### src/hdl/dad_pkg.sv
// ----------------------------------------------------------------------------
// dad_pkg
// Types, constants and calendar helpers shared by the date adder modules.
// ----------------------------------------------------------------------------
package dad_pkg;

    localparam int DAY_W     = 5;
    localparam int MONTH_W   = 4;
    localparam int YEAR_W    = 14;
    localparam int COUNT_W   = 16;
    localparam int QUOT_W    = 7;
    localparam int REM_W     = 7;
    localparam int RECIP_W   = 13;
    localparam int RECIP_SH  = 19;

    localparam logic [YEAR_W-1:0]  YEAR_MAX    = YEAR_W'(9999);
    localparam logic [RECIP_W-1:0] RECIP_100   = RECIP_W'(5243);
    localparam logic [REM_W-1:0]   CENTURY     = REM_W'(100);
    localparam logic [REM_W-1:0]   REM_LAST    = REM_W'(99);
    localparam logic [MONTH_W-1:0] MONTH_JAN   = MONTH_W'(1);
    localparam logic [MONTH_W-1:0] MONTH_FEB   = MONTH_W'(2);
    localparam logic [MONTH_W-1:0] MONTH_APR   = MONTH_W'(4);
    localparam logic [MONTH_W-1:0] MONTH_JUN   = MONTH_W'(6);
    localparam logic [MONTH_W-1:0] MONTH_SEP   = MONTH_W'(9);
    localparam logic [MONTH_W-1:0] MONTH_NOV   = MONTH_W'(11);
    localparam logic [MONTH_W-1:0] MONTH_DEC   = MONTH_W'(12);
    localparam logic [DAY_W-1:0]   DAY_FIRST   = DAY_W'(1);
    localparam logic [DAY_W-1:0]   DAYS_LEAP   = DAY_W'(29);
    localparam logic [DAY_W-1:0]   DAYS_FEB    = DAY_W'(28);
    localparam logic [DAY_W-1:0]   DAYS_SHORT  = DAY_W'(30);
    localparam logic [DAY_W-1:0]   DAYS_LONG   = DAY_W'(31);

    typedef struct packed {
        logic [DAY_W-1:0]   start_day;
        logic [MONTH_W-1:0] start_month;
        logic [YEAR_W-1:0]  start_year;
        logic [COUNT_W-1:0] day_count;
    } req_t;

    typedef struct packed {
        logic [DAY_W-1:0]   end_day;
        logic [MONTH_W-1:0] end_month;
        logic [YEAR_W-1:0]  end_year;
        logic               year_overflow;
    } rsp_t;

    typedef enum logic [2:0] {
        ST_IDLE,
        ST_QUOT,
        ST_REM,
        ST_CLAMP,
        ST_RUN,
        ST_EMIT
    } state_t;

    typedef enum logic [2:0] {
        DP_HOLD,
        DP_LOAD,
        DP_QUOT,
        DP_REM,
        DP_CLAMP,
        DP_STEP,
        DP_EMIT
    } dp_op_t;

    typedef struct packed {
        dp_op_t op;
    } cmd_t;

    typedef struct packed {
        logic count_done;
        logic out_free;
    } status_t;

    function automatic logic [DAY_W-1:0] month_length(
        input logic [MONTH_W-1:0] month,
        input logic               leap
    );
        logic [DAY_W-1:0] len;
        priority if (month == MONTH_FEB)
            len = leap ? DAYS_LEAP : DAYS_FEB;
        else if (month == MONTH_APR || month == MONTH_JUN ||
                 month == MONTH_SEP || month == MONTH_NOV)
            len = DAYS_SHORT;
        else
            len = DAYS_LONG;
        return len;
    endfunction

endpackage

### src/hdl/dad_dpath.sv
// ----------------------------------------------------------------------------
// dad_dpath
// Date registers, century tracking for the leap rule, day stepper and
// result register.
// ----------------------------------------------------------------------------
module dad_dpath
(
    input  logic           clk,
    input  logic           rst_n,
    input  dad_pkg::cmd_t  cmd,
    output dad_pkg::status_t status,
    input  dad_pkg::req_t  req,
    output logic           rsp_valid,
    input  logic           rsp_stall,
    output dad_pkg::rsp_t  rsp
);
    import dad_pkg::*;

    logic [DAY_W-1:0]   day_reg,   day_next;
    logic [MONTH_W-1:0] month_reg, month_next;
    logic [YEAR_W-1:0]  year_reg,  year_next;
    logic [COUNT_W-1:0] left_reg,  left_next;
    logic [REM_W-1:0]   r100_reg,  r100_next;
    logic [QUOT_W-1:0]  quot_reg,  quot_next;
    logic               ovf_reg,   ovf_next;
    logic               rsp_valid_reg, rsp_valid_next;
    rsp_t               rsp_reg,   rsp_next;

    logic [YEAR_W+RECIP_W-1:0] prod;
    logic [YEAR_W-1:0]         cent_years;
    logic                      leap;
    logic [DAY_W-1:0]          len;

    assign prod       = year_reg * RECIP_100;
    assign cent_years = YEAR_W'(quot_reg * CENTURY);
    assign leap       = (year_reg[1:0] == 2'b00) &&
                        ((r100_reg != '0) || (quot_reg[1:0] == 2'b00));
    assign len        = month_length(month_reg, leap);

    always_comb
    begin
        day_next       = day_reg;
        month_next     = month_reg;
        year_next      = year_reg;
        left_next      = left_reg;
        r100_next      = r100_reg;
        quot_next      = quot_reg;
        ovf_next       = ovf_reg;
        rsp_next       = rsp_reg;
        rsp_valid_next = rsp_valid_reg;
        if (rsp_valid_reg && !rsp_stall)
            rsp_valid_next = 1'b0;
        unique case (cmd.op)
            DP_HOLD:
            begin
            end
            DP_LOAD:
            begin
                day_next   = (req.start_day == '0) ? DAY_FIRST : req.start_day;
                month_next = (req.start_month == '0) ? MONTH_JAN :
                             (req.start_month > MONTH_DEC) ? MONTH_DEC : req.start_month;
                year_next  = (req.start_year > YEAR_MAX) ? YEAR_MAX : req.start_year;
                left_next  = req.day_count;
                ovf_next   = 1'b0;
            end
            DP_QUOT:
                quot_next = QUOT_W'(prod >> RECIP_SH);
            DP_REM:
                r100_next = REM_W'(year_reg - cent_years);
            DP_CLAMP:
                if (day_reg > len)
                    day_next = len;
            DP_STEP:
            begin
                left_next = left_reg - COUNT_W'(1);
                if (day_reg < len)
                    day_next = day_reg + DAY_W'(1);
                else
                begin
                    day_next = DAY_FIRST;
                    if (month_reg == MONTH_DEC)
                    begin
                        if (year_reg >= YEAR_MAX)
                        begin
                            day_next   = DAYS_LONG;
                            month_next = MONTH_DEC;
                            year_next  = YEAR_MAX;
                            left_next  = '0;
                            ovf_next   = 1'b1;
                        end
                        else
                        begin
                            month_next = MONTH_JAN;
                            year_next  = year_reg + YEAR_W'(1);
                            if (r100_reg == REM_LAST)
                            begin
                                r100_next = '0;
                                quot_next = quot_reg + QUOT_W'(1);
                            end
                            else
                                r100_next = r100_reg + REM_W'(1);
                        end
                    end
                    else
                        month_next = month_reg + MONTH_W'(1);
                end
            end
            DP_EMIT:
            begin
                rsp_next.end_day       = day_reg;
                rsp_next.end_month     = month_reg;
                rsp_next.end_year      = year_reg;
                rsp_next.year_overflow = ovf_reg;
                rsp_valid_next         = 1'b1;
            end
            default:
            begin
            end
        endcase
    end

    always_ff @(posedge clk or negedge rst_n)
    begin
        if (!rst_n)
        begin
            day_reg       <= DAY_FIRST;
            month_reg     <= MONTH_JAN;
            year_reg      <= '0;
            left_reg      <= '0;
            r100_reg      <= '0;
            quot_reg      <= '0;
            ovf_reg       <= 1'b0;
            rsp_valid_reg <= 1'b0;
        end
        else
        begin
            day_reg       <= day_next;
            month_reg     <= month_next;
            year_reg      <= year_next;
            left_reg      <= left_next;
            r100_reg      <= r100_next;
            quot_reg      <= quot_next;
            ovf_reg       <= ovf_next;
            rsp_valid_reg <= rsp_valid_next;
        end
    end

    always_ff @(posedge clk)
    begin
        rsp_reg <= rsp_next;
    end

    assign status.count_done = (left_reg == '0);
    assign status.out_free   = !rsp_valid_reg || !rsp_stall;
    assign rsp_valid         = rsp_valid_reg;
    assign rsp               = rsp_reg;

    a_step_counts: assert property (@(posedge clk) disable iff (!rst_n)
        cmd.op == DP_STEP |=> (left_reg == $past(left_reg) - COUNT_W'(1)) || ovf_reg)
        else $error("day count did not advance on step");

    a_rem_range: assert property (@(posedge clk) disable iff (!rst_n)
        r100_reg < CENTURY)
        else $error("year remainder out of range");

    a_ovf_date: assert property (@(posedge clk) disable iff (!rst_n)
        ovf_reg |-> (day_reg == DAYS_LONG && month_reg == MONTH_DEC && year_reg == YEAR_MAX))
        else $error("overflow without saturated date");

    a_emit_valid: assert property (@(posedge clk) disable iff (!rst_n)
        cmd.op == DP_EMIT |=> rsp_valid_reg && rsp_reg.end_year <= YEAR_MAX)
        else $error("result not registered on emit");

endmodule

### src/hdl/dad_ctrl.sv
// ----------------------------------------------------------------------------
// dad_ctrl
// Sequencer: load, century split, day clamp, day stepping, result hand-off.
// ----------------------------------------------------------------------------
module dad_ctrl
(
    input  logic             clk,
    input  logic             rst_n,
    input  logic             req_valid,
    output logic             req_stall,
    input  dad_pkg::status_t status,
    output dad_pkg::cmd_t    cmd
);
    import dad_pkg::*;

    state_t state_reg, state_next;

    always_ff @(posedge clk or negedge rst_n)
    begin
        if (!rst_n)
            state_reg <= ST_IDLE;
        else
            state_reg <= state_next;
    end

    always_comb
    begin
        state_next = state_reg;
        cmd.op     = DP_HOLD;
        req_stall  = 1'b1;
        unique case (state_reg)
            ST_IDLE:
            begin
                req_stall = 1'b0;
                if (req_valid)
                begin
                    cmd.op     = DP_LOAD;
                    state_next = ST_QUOT;
                end
            end
            ST_QUOT:
            begin
                cmd.op     = DP_QUOT;
                state_next = ST_REM;
            end
            ST_REM:
            begin
                cmd.op     = DP_REM;
                state_next = ST_CLAMP;
            end
            ST_CLAMP:
            begin
                cmd.op     = DP_CLAMP;
                state_next = ST_RUN;
            end
            ST_RUN:
            begin
                if (status.count_done)
                    state_next = ST_EMIT;
                else
                    cmd.op = DP_STEP;
            end
            ST_EMIT:
            begin
                if (status.out_free)
                begin
                    cmd.op     = DP_EMIT;
                    state_next = ST_IDLE;
                end
            end
            default:
                state_next = ST_IDLE;
        endcase
    end

    a_stall_busy: assert property (@(posedge clk) disable iff (!rst_n)
        (state_reg != ST_IDLE) |-> req_stall)
        else $error("request taken while busy");

    a_load_next: assert property (@(posedge clk) disable iff (!rst_n)
        cmd.op == DP_LOAD |=> state_reg == ST_QUOT)
        else $error("load not followed by quotient stage");

endmodule

### src/hdl/date_add_days.sv
// ----------------------------------------------------------------------------
// date_add_days
// Gregorian date plus a day count, advanced one day per clock.
// The day stepper advances one day a cycle and the sequencer handles one
// date at a time.
// Reset: asynchronous, active low; returns to idle with no result pending.
// ----------------------------------------------------------------------------
module date_add_days
(
    input  logic          clk,
    input  logic          rst_n,
    input  logic          req_valid,
    output logic          req_stall,
    input  dad_pkg::req_t req,
    output logic          rsp_valid,
    input  logic          rsp_stall,
    output dad_pkg::rsp_t rsp
);
    import dad_pkg::*;

    cmd_t    cmd;
    status_t status;

    dad_ctrl u_ctrl
    (
        .clk       (clk),
        .rst_n     (rst_n),
        .req_valid (req_valid),
        .req_stall (req_stall),
        .status    (status),
        .cmd       (cmd)
    );

    dad_dpath u_dpath
    (
        .clk       (clk),
        .rst_n     (rst_n),
        .cmd       (cmd),
        .status    (status),
        .req       (req),
        .rsp_valid (rsp_valid),
        .rsp_stall (rsp_stall),
        .rsp       (rsp)
    );

endmodule

### config.mk
export PLATFORM = sky130hd
export DESIGN_NAME = date_add_days
export DESIGN_NICKNAME = d
export VERILOG_FILES = /design/src/hdl/dad_pkg.sv /design/src/hdl/dad_dpath.sv /design/src/hdl/dad_ctrl.sv /design/src/hdl/date_add_days.sv
export SDC_FILE = /design/constraint.sdc
export NUM_CORES = 1
export LEC_CHECK = 0
export ABC_AREA = 0
export ABC_CLOCK_PERIOD_IN_PS = 11100
export BUFFER_PORTS_ARGS = -buffer_cell sky130_fd_sc_hd__buf_2
export CAP_MARGIN = 20
export CORE_MARGIN = 4
export CORE_UTILIZATION = 50
export DETAILED_ROUTE_END_ITERATION = 16
export GPL_TIMING_DRIVEN = 1
export PLACE_DENSITY = 0.78
export SYNTH_ARGS = -nofsm -noshare
export SYNTH_HDL_FRONTEND = slang
export SYNTH_SLANG_ARGS = --single-unit
### constraint.sdc
create_clock -name clk -period 11.1 [get_ports clk]
set_input_delay 0 -clock clk [delete_from_list [all_inputs] [get_ports clk]]
set_output_delay 0 -clock clk [all_outputs]
set_load 0.1 [all_outputs]
==> impl_metrics.env, run 1 <==
export IMPL_status="finished, final reports clean"
export IMPL_postCtsHoldBufs=23
export IMPL_syn_cell_area_sq_um=8210
export IMPL_fin_crit_ns=5.18
export IMPL_synth_edf_count=24
export IMPL_ys_ff_latch=80
export IMPL_dp_hpwl_um=15900
export IMPL_dr_pass1_iters=5
export IMPL_clockBufferDepth=2
export IMPL_required_ns=11.33
export IMPL_synthCells=868
export IMPL_grt_start_max_net_pins=57
export IMPL_r2r_setup_slack_ns=5.92
export IMPL_cts_tree="yes"
export IMPL_rsz0062_at_grt="no"
export IMPL_avgViaCountPerCell=5.72
export IMPL_final_common_cell="inv_1"
export IMPL_largest_reg_flops=24
export IMPL_start_util_pct=51.3
export IMPL_met2_usage_pct=35.2
export IMPL_finalCritPeriodShare_pct=46.6
export IMPL_core_sq_um=16000
export IMPL_cts_buffers_inserted=9
export IMPL_top_usage_layer="met2"
export IMPL_overflow=0
export IMPL_grt_util_all_layers_pct=22.6
export IMPL_finish_net_count=1179
export IMPL_tightest_slew_ns=0.871
export IMPL_crit_family="adder cells"
export IMPL_post_cts_buffers=0
export IMPL_use_met1_pct=31.9
export IMPL_gp_congestion=0.926
export IMPL_io_pins=69
export IMPL_fmax_mhz=193
export IMPL_finalHoldViolCount=0
export IMPL_drtIter0Drc=514
export IMPL_drc=0
export IMPL_crit_type="flip-flop to flip-flop"
export IMPL_die_w_um=136
export IMPL_max_slew_margin_rel_pct=41.9
export IMPL_critical_path_peak_fanout=11
export IMPL_routed_wl_um=20200
export IMPL_portBuffers=68
export IMPL_die_y_um=136
export IMPL_antenna_found_initial=0
export IMPL_via_count=6718
export IMPL_syn2layout_area_growth_pct=13.8
export IMPL_diodes=0
export IMPL_crit_arrival_ns=5.41
export IMPL_yosysTopAreaCellShare_pct=18.3
export IMPL_rows=46
export IMPL_yosys_most_used_dff="dfrtp_1"
export IMPL_r2r_start="u_dpath.year_reg[6]"
export IMPL_fin_worst_skew_ns=0.00909
export IMPL_crit_buf_inv=4
export IMPL_synth_area_leaders="ha_1 18%, dfrtp_1 16%, fa_1 15%"
export IMPL_synth_top_area_cell="ha_1"
export IMPL_synth_seq_area_share_pct=25.9
export IMPL_setup_viol=0
export IMPL_crit_chain="inv_1 -> fa_1 -> inv_1 -> ha_1 -> fa_1 -> fa_1 -> inv_1 -> fa_1 -> inv_1 -> ha_1 -> nand2_1 -> nor2_1 -> a221oi_1 -> a31oi_1 -> xnor2_1 -> a221oi_1"
export IMPL_post_drt_wl_per_cell_um=17.2
export IMPL_startpoint="u_dpath.year_reg[6]"
export IMPL_fin_tns_setup_ns=0
export IMPL_clkTransAtPathRegs_ns=0.06
export IMPL_final_layout_size_suffix_gt1_share_pct=11.0
export IMPL_ctsResizeCount=0
export IMPL_crit_path_top_delay_cell="dfrtp_1"
export IMPL_clock_latency_ns=0.33
export IMPL_synthArstFlopShare_pct=70.0
export IMPL_cts_num_sinks=80
export IMPL_crit_path_max_incr_delay_ns=0.68
export IMPL_avgSynthCellArea_sq_um=9.45
export IMPL_end_kind="flip-flop"
export IMPL_ant_nets=0
export IMPL_final_cell_mix="149 x inv_1, 120 x ha_1, 68 x buf_2"
export IMPL_grtUsageMet3_pct=4.11
export IMPL_cts_root_buf="clkbuf_16"
export IMPL_cts_max_level=3
export IMPL_synth_cell_type_count=77
export IMPL_slew_violations=0
export IMPL_hold_path_class="input pin to flip-flop"
export IMPL_synthesis_nets=1094
export IMPL_max_cap_viol_count=0
export IMPL_die_area_sq_um=18500
export IMPL_yosysWarnings=0
export IMPL_cp_start_kind="flip-flop"
export IMPL_first_global_vias=6699
export IMPL_min_delay_start="req[38]"
export IMPL_grt_pass1_wl_um=33400
synth_stat cells, types with 4 or more instances:
library cell / instances
a211oi_1: 6
a21o_1: 10
a21oi_1: 44
a221o_1: 7
a22o_1: 4
a22oi_1: 5
a31oi_1: 6
and3_1: 10
buf_2: 7
buf_4: 4
clkbuf_1: 9
dfrtp_1: 54
edfxtp_1: 24
fa_1: 63
ha_1: 120
inv_1: 149
mux2i_1: 7
nand2_1: 51
nand3_1: 28
nand4_1: 9
nor2_1: 51
nor2b_1: 6
nor3_1: 17
nor3b_1: 4
nor4_1: 8
o2111ai_1: 4
o211ai_1: 4
o21ai_0: 37
o21ai_1: 11
o221ai_1: 6
o22ai_1: 12
o31ai_1: 4
o41ai_1: 4
xnor2_1: 16
final cells by class:
| cell class | instances | area (sq um) |
|---|---|---|
| inverter | 150 | 563 |
| clock inverter | 5 | 129 |
| clock buffer | 11 | 233 |
| tap | 216 | 270 |
| fill | 1344 | 6660 |
| timing repair buffer | 97 | 613 |
| sequential | 80 | 2120 |
| multi-input combinational | 615 | 5410 |
kinds of logic after synthesis:
family          Yosys count  share of synthesized area (%)
compound gates          203                           16.9
simple gates            199                           11.8
fa+ha+maj               183                           33.7
buf+inv                 173                           8.39
flops                    80                           25.9
xor+xnor                 19                           2.03
mux                      11                           1.40
per-layer routing:
layer	share of wire, %	vias up
met3	6.3	38
li1	-	3214
met4	2.9	0
met2	45	248
met5	0	-
met1	45	3218
worst paths after layout:
| kind | to | depth (start not counted) |
|---|---|---|
| setup / recovery | u_dpath.quot_reg[4] | 16 |
| hold / removal | u_dpath.day_reg[4] | 3 |
| setup reg to reg | u_dpath.quot_reg[4] | 16 |
| hold reg to reg | u_dpath.rsp[0] | 0 |
| max in group asynchronous | u_dpath.year_reg[4] | 3 |
| min in group asynchronous | u_dpath.left_reg[3] | 3 |
worst register-to-register path, cell delays in order, from the launching register on:
cell and delay (ns):
dfrtp_1 0.68, inv_1 0.25, fa_1 0.56, inv_1 0.04
ha_1 0.21, fa_1 0.51, fa_1 0.50, inv_1 0.06
fa_1 0.54, inv_1 0.04, ha_1 0.34, nand2_1 0.13
nor2_1 0.06, a221oi_1 0.52, a31oi_1 0.20, xnor2_1 0.17
a221oi_1 0.28
through the flow:
step	util [%]	std cells	cell area, sq um	hold WS, ns	setup slack [ns]
after floorplan	-	868	8210	-0.296	6.57
after global placement	54.7	1134	8740	0.194	6.09
after detailed placement	54.7	1134	8740	0.190	5.99
after CTS	58.4	1173	9340	0.0126	5.95
after global routing	58.4	1174	9340	0.0203	5.56
final	58.4	1174	9340	0.0172	5.92
Power of run 1 is left out: the tool's default activity adds up to more than one toggle a clock period on the data nets, which glitch-free logic cannot reach.
==> inputs of run 2 (changes only) <==
- ABC_CLOCK_PERIOD_IN_PS: 11100 -> 4500
- PLACE_DENSITY: 0.78 -> 0.8
- clock period: 11.1 -> 4.5 ns (I/O delays scaled with it)
==> impl_metrics.env, run 2 (same netlist as run 1, synthesis figures left out) <==
export IMPL_crit_chain="buf_4 -> fa_2 -> ha_1 -> inv_1 -> fa_1 -> inv_1 -> fa_1 -> inv_1 -> fa_1 -> inv_1 -> ha_4 -> a21oi_2 -> o21ai_2 -> a211oi_1 -> a31oi_1 -> xnor2_1 -> a221oi_1"
export IMPL_fin_crit_ns=4.62
export IMPL_status="finished, violations left"
export IMPL_grt_util_all_layers_pct=24.7
export IMPL_finish_net_count=1254
export IMPL_drc=0
export IMPL_clkTransAtPathRegs_ns=0.07
export IMPL_ant_nets=0
export IMPL_drtIter0Drc=702
export IMPL_max_cap_viol_count=0
export IMPL_cts_num_sinks=80
export IMPL_hold_path_class="input pin to flip-flop"
export IMPL_syn2layout_area_growth_pct=22.8
export IMPL_clockBufferDepth=2
export IMPL_cts_buffers_inserted=9
export IMPL_tightest_slew_ns=0.949
export IMPL_rsz0062_at_grt="yes"
export IMPL_dr_pass1_iters=5
export IMPL_grt_pass1_wl_um=36300
export IMPL_dp_cells=1194
export IMPL_critical_path_peak_fanout=6
export IMPL_multiInputGateArea_sq_um=5610
export IMPL_diodes=0
export IMPL_crit_path_top_delay_cell="fa_1"
export IMPL_post_drt_wl_per_cell_um=19.0
export IMPL_cts_tree="yes"
export IMPL_fin_area_sq_um=10100
export IMPL_die_area_sq_um=18500
export IMPL_routed_wl_um=23800
export IMPL_area_sequential_sq_um=2130
export IMPL_first_global_vias=7174
export IMPL_end_kind="flip-flop"
export IMPL_final_common_cell="inv_1"
export IMPL_required_ns=4.75
export IMPL_gp_congestion=0.918
export IMPL_die_y_um=136
export IMPL_core_sq_um=16000
export IMPL_avgViaCountPerCell=5.96
export IMPL_max_slew_margin_rel_pct=36.4
export IMPL_fill_cells=1176
export IMPL_violations="setup timing"
export IMPL_finalCritPeriodShare_pct=103
export IMPL_fmax_mhz=216
export IMPL_crit_type="flip-flop to flip-flop"
export IMPL_overflow=0
export IMPL_cts_max_level=3
export IMPL_rows=46
export IMPL_dpl_cell_area_sq_um=9200
export IMPL_slew_violations=0
export IMPL_clock_latency_ns=0.34
export IMPL_cp_start_kind="flip-flop"
export IMPL_cts_root_buf="clkbuf_16"
export IMPL_io_pins=69
export IMPL_antenna_found_initial=0
export IMPL_dp_hpwl_um=16300
export IMPL_start_util_pct=51.3
export IMPL_whs_ns=0.00405
export IMPL_crit_arrival_ns=4.87
export IMPL_final_layout_size_suffix_gt1_share_pct=21.7
export IMPL_largest_reg_flops=24
export IMPL_finalNonFillerCells=1249
export IMPL_finalHoldViolCount=0
export IMPL_fin_ws_ns=-0.120
export IMPL_final_cell_mix="142 x inv_1, 108 x ha_1, 76 x buf_4"
export IMPL_fin_worst_skew_ns=0.0125
export IMPL_via_count=7441
export IMPL_die_w_um=136
export IMPL_grt_start_max_net_pins=57
export IMPL_portBuffers=68
export IMPL_crit_path_max_incr_delay_ns=0.57
export IMPL_crit_top_cell="inv_1"
export IMPL_setup_viol=4
run 2: routing by layer:
metal | share of wire, % | GRT usage, %
met1 | 40 | 33.3
met2 | 47 | 40.4
met3 | 7.7 | 3.37
met4 | 5.0 | 9.91
met5 | 0 | 0
run 2: layout make-up:
cell class / count / share of cell area [%]
Clock buffer: 9 / 2.23
Clock inverter: 7 / 0.794
Inverter: 150 / 5.59
Multi-Input combinational cell: 615 / 55.7
Sequential cell: 80 / 21.2
Tap cell: 216 / 2.68
Timing Repair Buffer: 172 / 11.9
run 2: path summary, 6_finish.rpt:
check                                      endpoint                  from  slack (ns)  cells past startpoint
worst max register to register  u_dpath.quot_reg[4]  u_dpath.year_reg[11]       -0.12                     17
worst min-delay path             u_dpath.day_reg[4]               req[38]       0.004                      3
max in group asynchronous       u_dpath.year_reg[3]                 rst_n        3.59                      3
worst min register to register       u_dpath.rsp[0]       u_dpath.ovf_reg        0.46                      0
worst max-delay path            u_dpath.quot_reg[4]  u_dpath.year_reg[11]       -0.12                     17
min in group asynchronous       u_dpath.left_reg[4]                 rst_n        0.33                      3
run 2: repair_timing:
action,CTS,global route
setup endpoints to repair,4,5
hold buffers,23,0
resized for setup,19,27
pin swaps,16,18
setup buffers,2,12
endpoints found under the hold margin,76,0
run 2: worst max-delay path, delay by kind of cell, from the launching register on:
family	cells	cell delay, ns
compound gates	5	1.00
buf+inv	5	0.44
xor+xnor	1	0.14
fa+ha+maj	6	2.47
flops	1	0.47
run 2: metrics by stage:
step	setup WS, ns	utilization, %	setup TNS (ns)
after floorplan	0.0189	-	0
after global placement	-0.0438	57.5	-0.102
after detailed placement	-0.153	57.5	-0.491
after CTS	0.00213	61.7	0
after global routing	-0.234	63.0	-0.930
final	-0.120	63.0	-0.268
Power of run 2 is left out for the same reason.
==> inputs of run 3 (changes only) <==
- SETUP_SLACK_MARGIN: default -> 0.2
- SYNTH_HIERARCHICAL: default -> 1
==> impl_metrics.env, run 3 <==
export IMPL_status="finished, violations left"
export IMPL_violations="setup timing"
export IMPL_crit_chain="fa_1 -> ha_1 -> fa_1 -> fa_1 -> inv_1 -> fa_1 -> inv_1 -> ha_4 -> and3_1 -> a21oi_2 -> a41oi_2 -> o31ai_4 -> mux2_4 -> a311o_1"
export IMPL_fin_ws_ns=-0.243
export IMPL_first_global_vias=7167
export IMPL_hold_path_class="input pin to flip-flop"
export IMPL_io_pins=69
export IMPL_tightest_slew_ns=0.859
export IMPL_syn_cell_area_sq_um=8310
export IMPL_highest_layer="met4"
export IMPL_crit_path_top_delay_cell="fa_1"
export IMPL_cp_start_kind="flip-flop"
export IMPL_synth_cell_type_count=76
export IMPL_routed_wl_um=24200
export IMPL_syn2layout_area_growth_pct=25.1
export IMPL_start_util_pct=51.7
export IMPL_final_util_pct=64.7
export IMPL_whs_ns=0.00560
export IMPL_final_common_cell="inv_1"
export IMPL_via_count=7455
export IMPL_end_kind="flip-flop"
export IMPL_diodes=0
export IMPL_avgViaCountPerCell=5.91
export IMPL_crit_path_max_incr_delay_ns=0.57
export IMPL_cts_max_level=3
export IMPL_core_sq_um=16100
export IMPL_fin_area_sq_um=10400
export IMPL_critical_path_peak_fanout=7
export IMPL_fin_worst_skew_ns=0.00927
export IMPL_synth_area_leaders="ha_1 18%, dfrtp_1 16%, fa_1 15%"
export IMPL_post_drt_wl_per_cell_um=19.2
export IMPL_crit_arrival_ns=4.98
export IMPL_crit_type="flip-flop to flip-flop"
export IMPL_overflow=0
export IMPL_final_cell_mix="146 x inv_1, 99 x ha_1, 87 x buf_4"
export IMPL_clock_latency_ns=0.35
export IMPL_dp_hpwl_um=16500
export IMPL_cts_root_buf="clkbuf_16"
export IMPL_finalHoldViolCount=0
export IMPL_drtIter0Drc=784
export IMPL_cts_buffers_inserted=9
export IMPL_grt_util_all_layers_pct=24.3
export IMPL_synth_edf_count=24
export IMPL_drc=0
export IMPL_portBuffers=68
export IMPL_cts_num_sinks=80
export IMPL_crit_top_cell="fa_1"
export IMPL_dpl_cell_area_sq_um=9490
export IMPL_grt_pass1_wl_um=36000
export IMPL_finalCritPeriodShare_pct=105
export IMPL_synth_top_area_cell="ha_1"
export IMPL_fmax_mhz=211
export IMPL_wl_met3_um=1590
export IMPL_wl_met1_um=9780
export IMPL_final_layout_size_suffix_gt1_share_pct=25.0
export IMPL_cts_tree="yes"
export IMPL_grt_start_max_net_pins=57
export IMPL_clkTransAtPathRegs_ns=0.07
export IMPL_yosysMostFrequentCell="inv_1"
export IMPL_ant_nets=0
export IMPL_synthCells=876
export IMPL_avgSynthCellArea_sq_um=9.48
export IMPL_yosys_most_used_dff="dfrtp_1"
export IMPL_synth_seq_area_share_pct=25.6
export IMPL_fill_cells=1119
export IMPL_gp_congestion=0.936
export IMPL_largest_reg_flops=24
export IMPL_max_cap_viol_count=0
export IMPL_die_y_um=137
export IMPL_synthArstFlopShare_pct=70.0
export IMPL_netlist_top_cells_count="160 x inv_1, 120 x ha_1, 63 x fa_1, 54 x dfrtp_1, 47 x o21ai_0"
export IMPL_finish_net_count=1267
export IMPL_setup_viol=5
export IMPL_fin_crit_ns=4.74
export IMPL_yosysWarnings=6
export IMPL_pre_cts_ws_ns=-0.192
export IMPL_clockBufferDepth=2
export IMPL_synthesis_nets=1102
export IMPL_die_area_sq_um=18700
export IMPL_dr_pass1_iters=6
export IMPL_antenna_found_initial=0
export IMPL_required_ns=4.73
export IMPL_max_slew_margin_rel_pct=42.7
export IMPL_slew_violations=0
export IMPL_rsz0062_at_grt="yes"
export IMPL_yosysTopAreaCellShare_pct=18.1
export IMPL_rows=46
export IMPL_die_w_um=137
export IMPL_ys_ff_latch=80
export IMPL_wl_met2_um=11800
[run 3: critical path: cells and delay by family (launching register included)]
family,cells,cell delay [ns]
buf+inv,2,0.13
mux,1,0.31
fa+ha+maj,6,2.79
compound gates,4,0.69
simple gates,1,0.20
flops,1,0.52
[run 3: cell families (layout without fill, tap and decap cells)]
group,after synthesis,in the layout,synth area share [%]
buffers and inverters,184,354,8.86
AOI/OAI and AO/OA,216,216,17.4
adders and majority gates,183,183,33.3
xor gates and xnor gates,13,13,1.54
DFF,80,80,25.6
muxes,5,5,0.633
and+or+nand+nor,195,195,12.7
[run 3: per-layer routing]
metal | track usage, % | vias up
met3 | 3.20 | 84
met5 | 0 | -
met2 | 41.9 | 372
met1 | 32.1 | 3602
li1 | - | 3397
met4 | 7.32 | 0
[run 3: through the flow]
step           std cells  TNS [ns]
2_1_floorplan        876         0
6_report            1262    -0.781
4_1_cts             1250    -0.402
3_3_place_gp        1205    -0.188
5_1_grt             1262     -1.37
3_5_place_dp        1205    -0.517
[run 3: final timing paths]
check	startpoint	end	slack (ns)	cells past startpoint
max	u_dpath/year_reg[9]	u_dpath/quot_reg[1]	-0.24	14
min	req[10]	u_dpath/left_reg[10]	0.006	4
max reg2reg	u_dpath/year_reg[9]	u_dpath/quot_reg[1]	-0.24	14
min reg2reg	u_dpath/ovf_reg	u_dpath/rsp[0]	0.47	0
max in group asynchronous	rst_n	u_dpath/year_reg[4]	3.59	3
min in group asynchronous	rst_n	u_dpath/left_reg[14]	0.37	3
[run 3: area by class of cell]
| cell class | count | area [sq um] | share of cell area [%] |
|---|---|---|---|
| timing repair buffer | 178 | 1250 | 12.1 |
| sequential | 80 | 2140 | 20.6 |
| clock inverter | 3 | 26.3 | 0.253 |
| clock buffer | 13 | 250 | 2.41 |
| tap | 216 | 270 | 2.60 |
| multi-input combinational | 612 | 5840 | 56.2 |
| inverter | 160 | 608 | 5.85 |
[run 3: what timing repair did]
action                     in CTS  in global routing
setup buffers                  10                 12
resized for setup              14                 33
setup endpoints to repair       5                 13
hold buffers                   19                  0
hold endpoints to repair       71                  0
pin swaps                      16                 26
Power of run 3 is left out for the same reason.
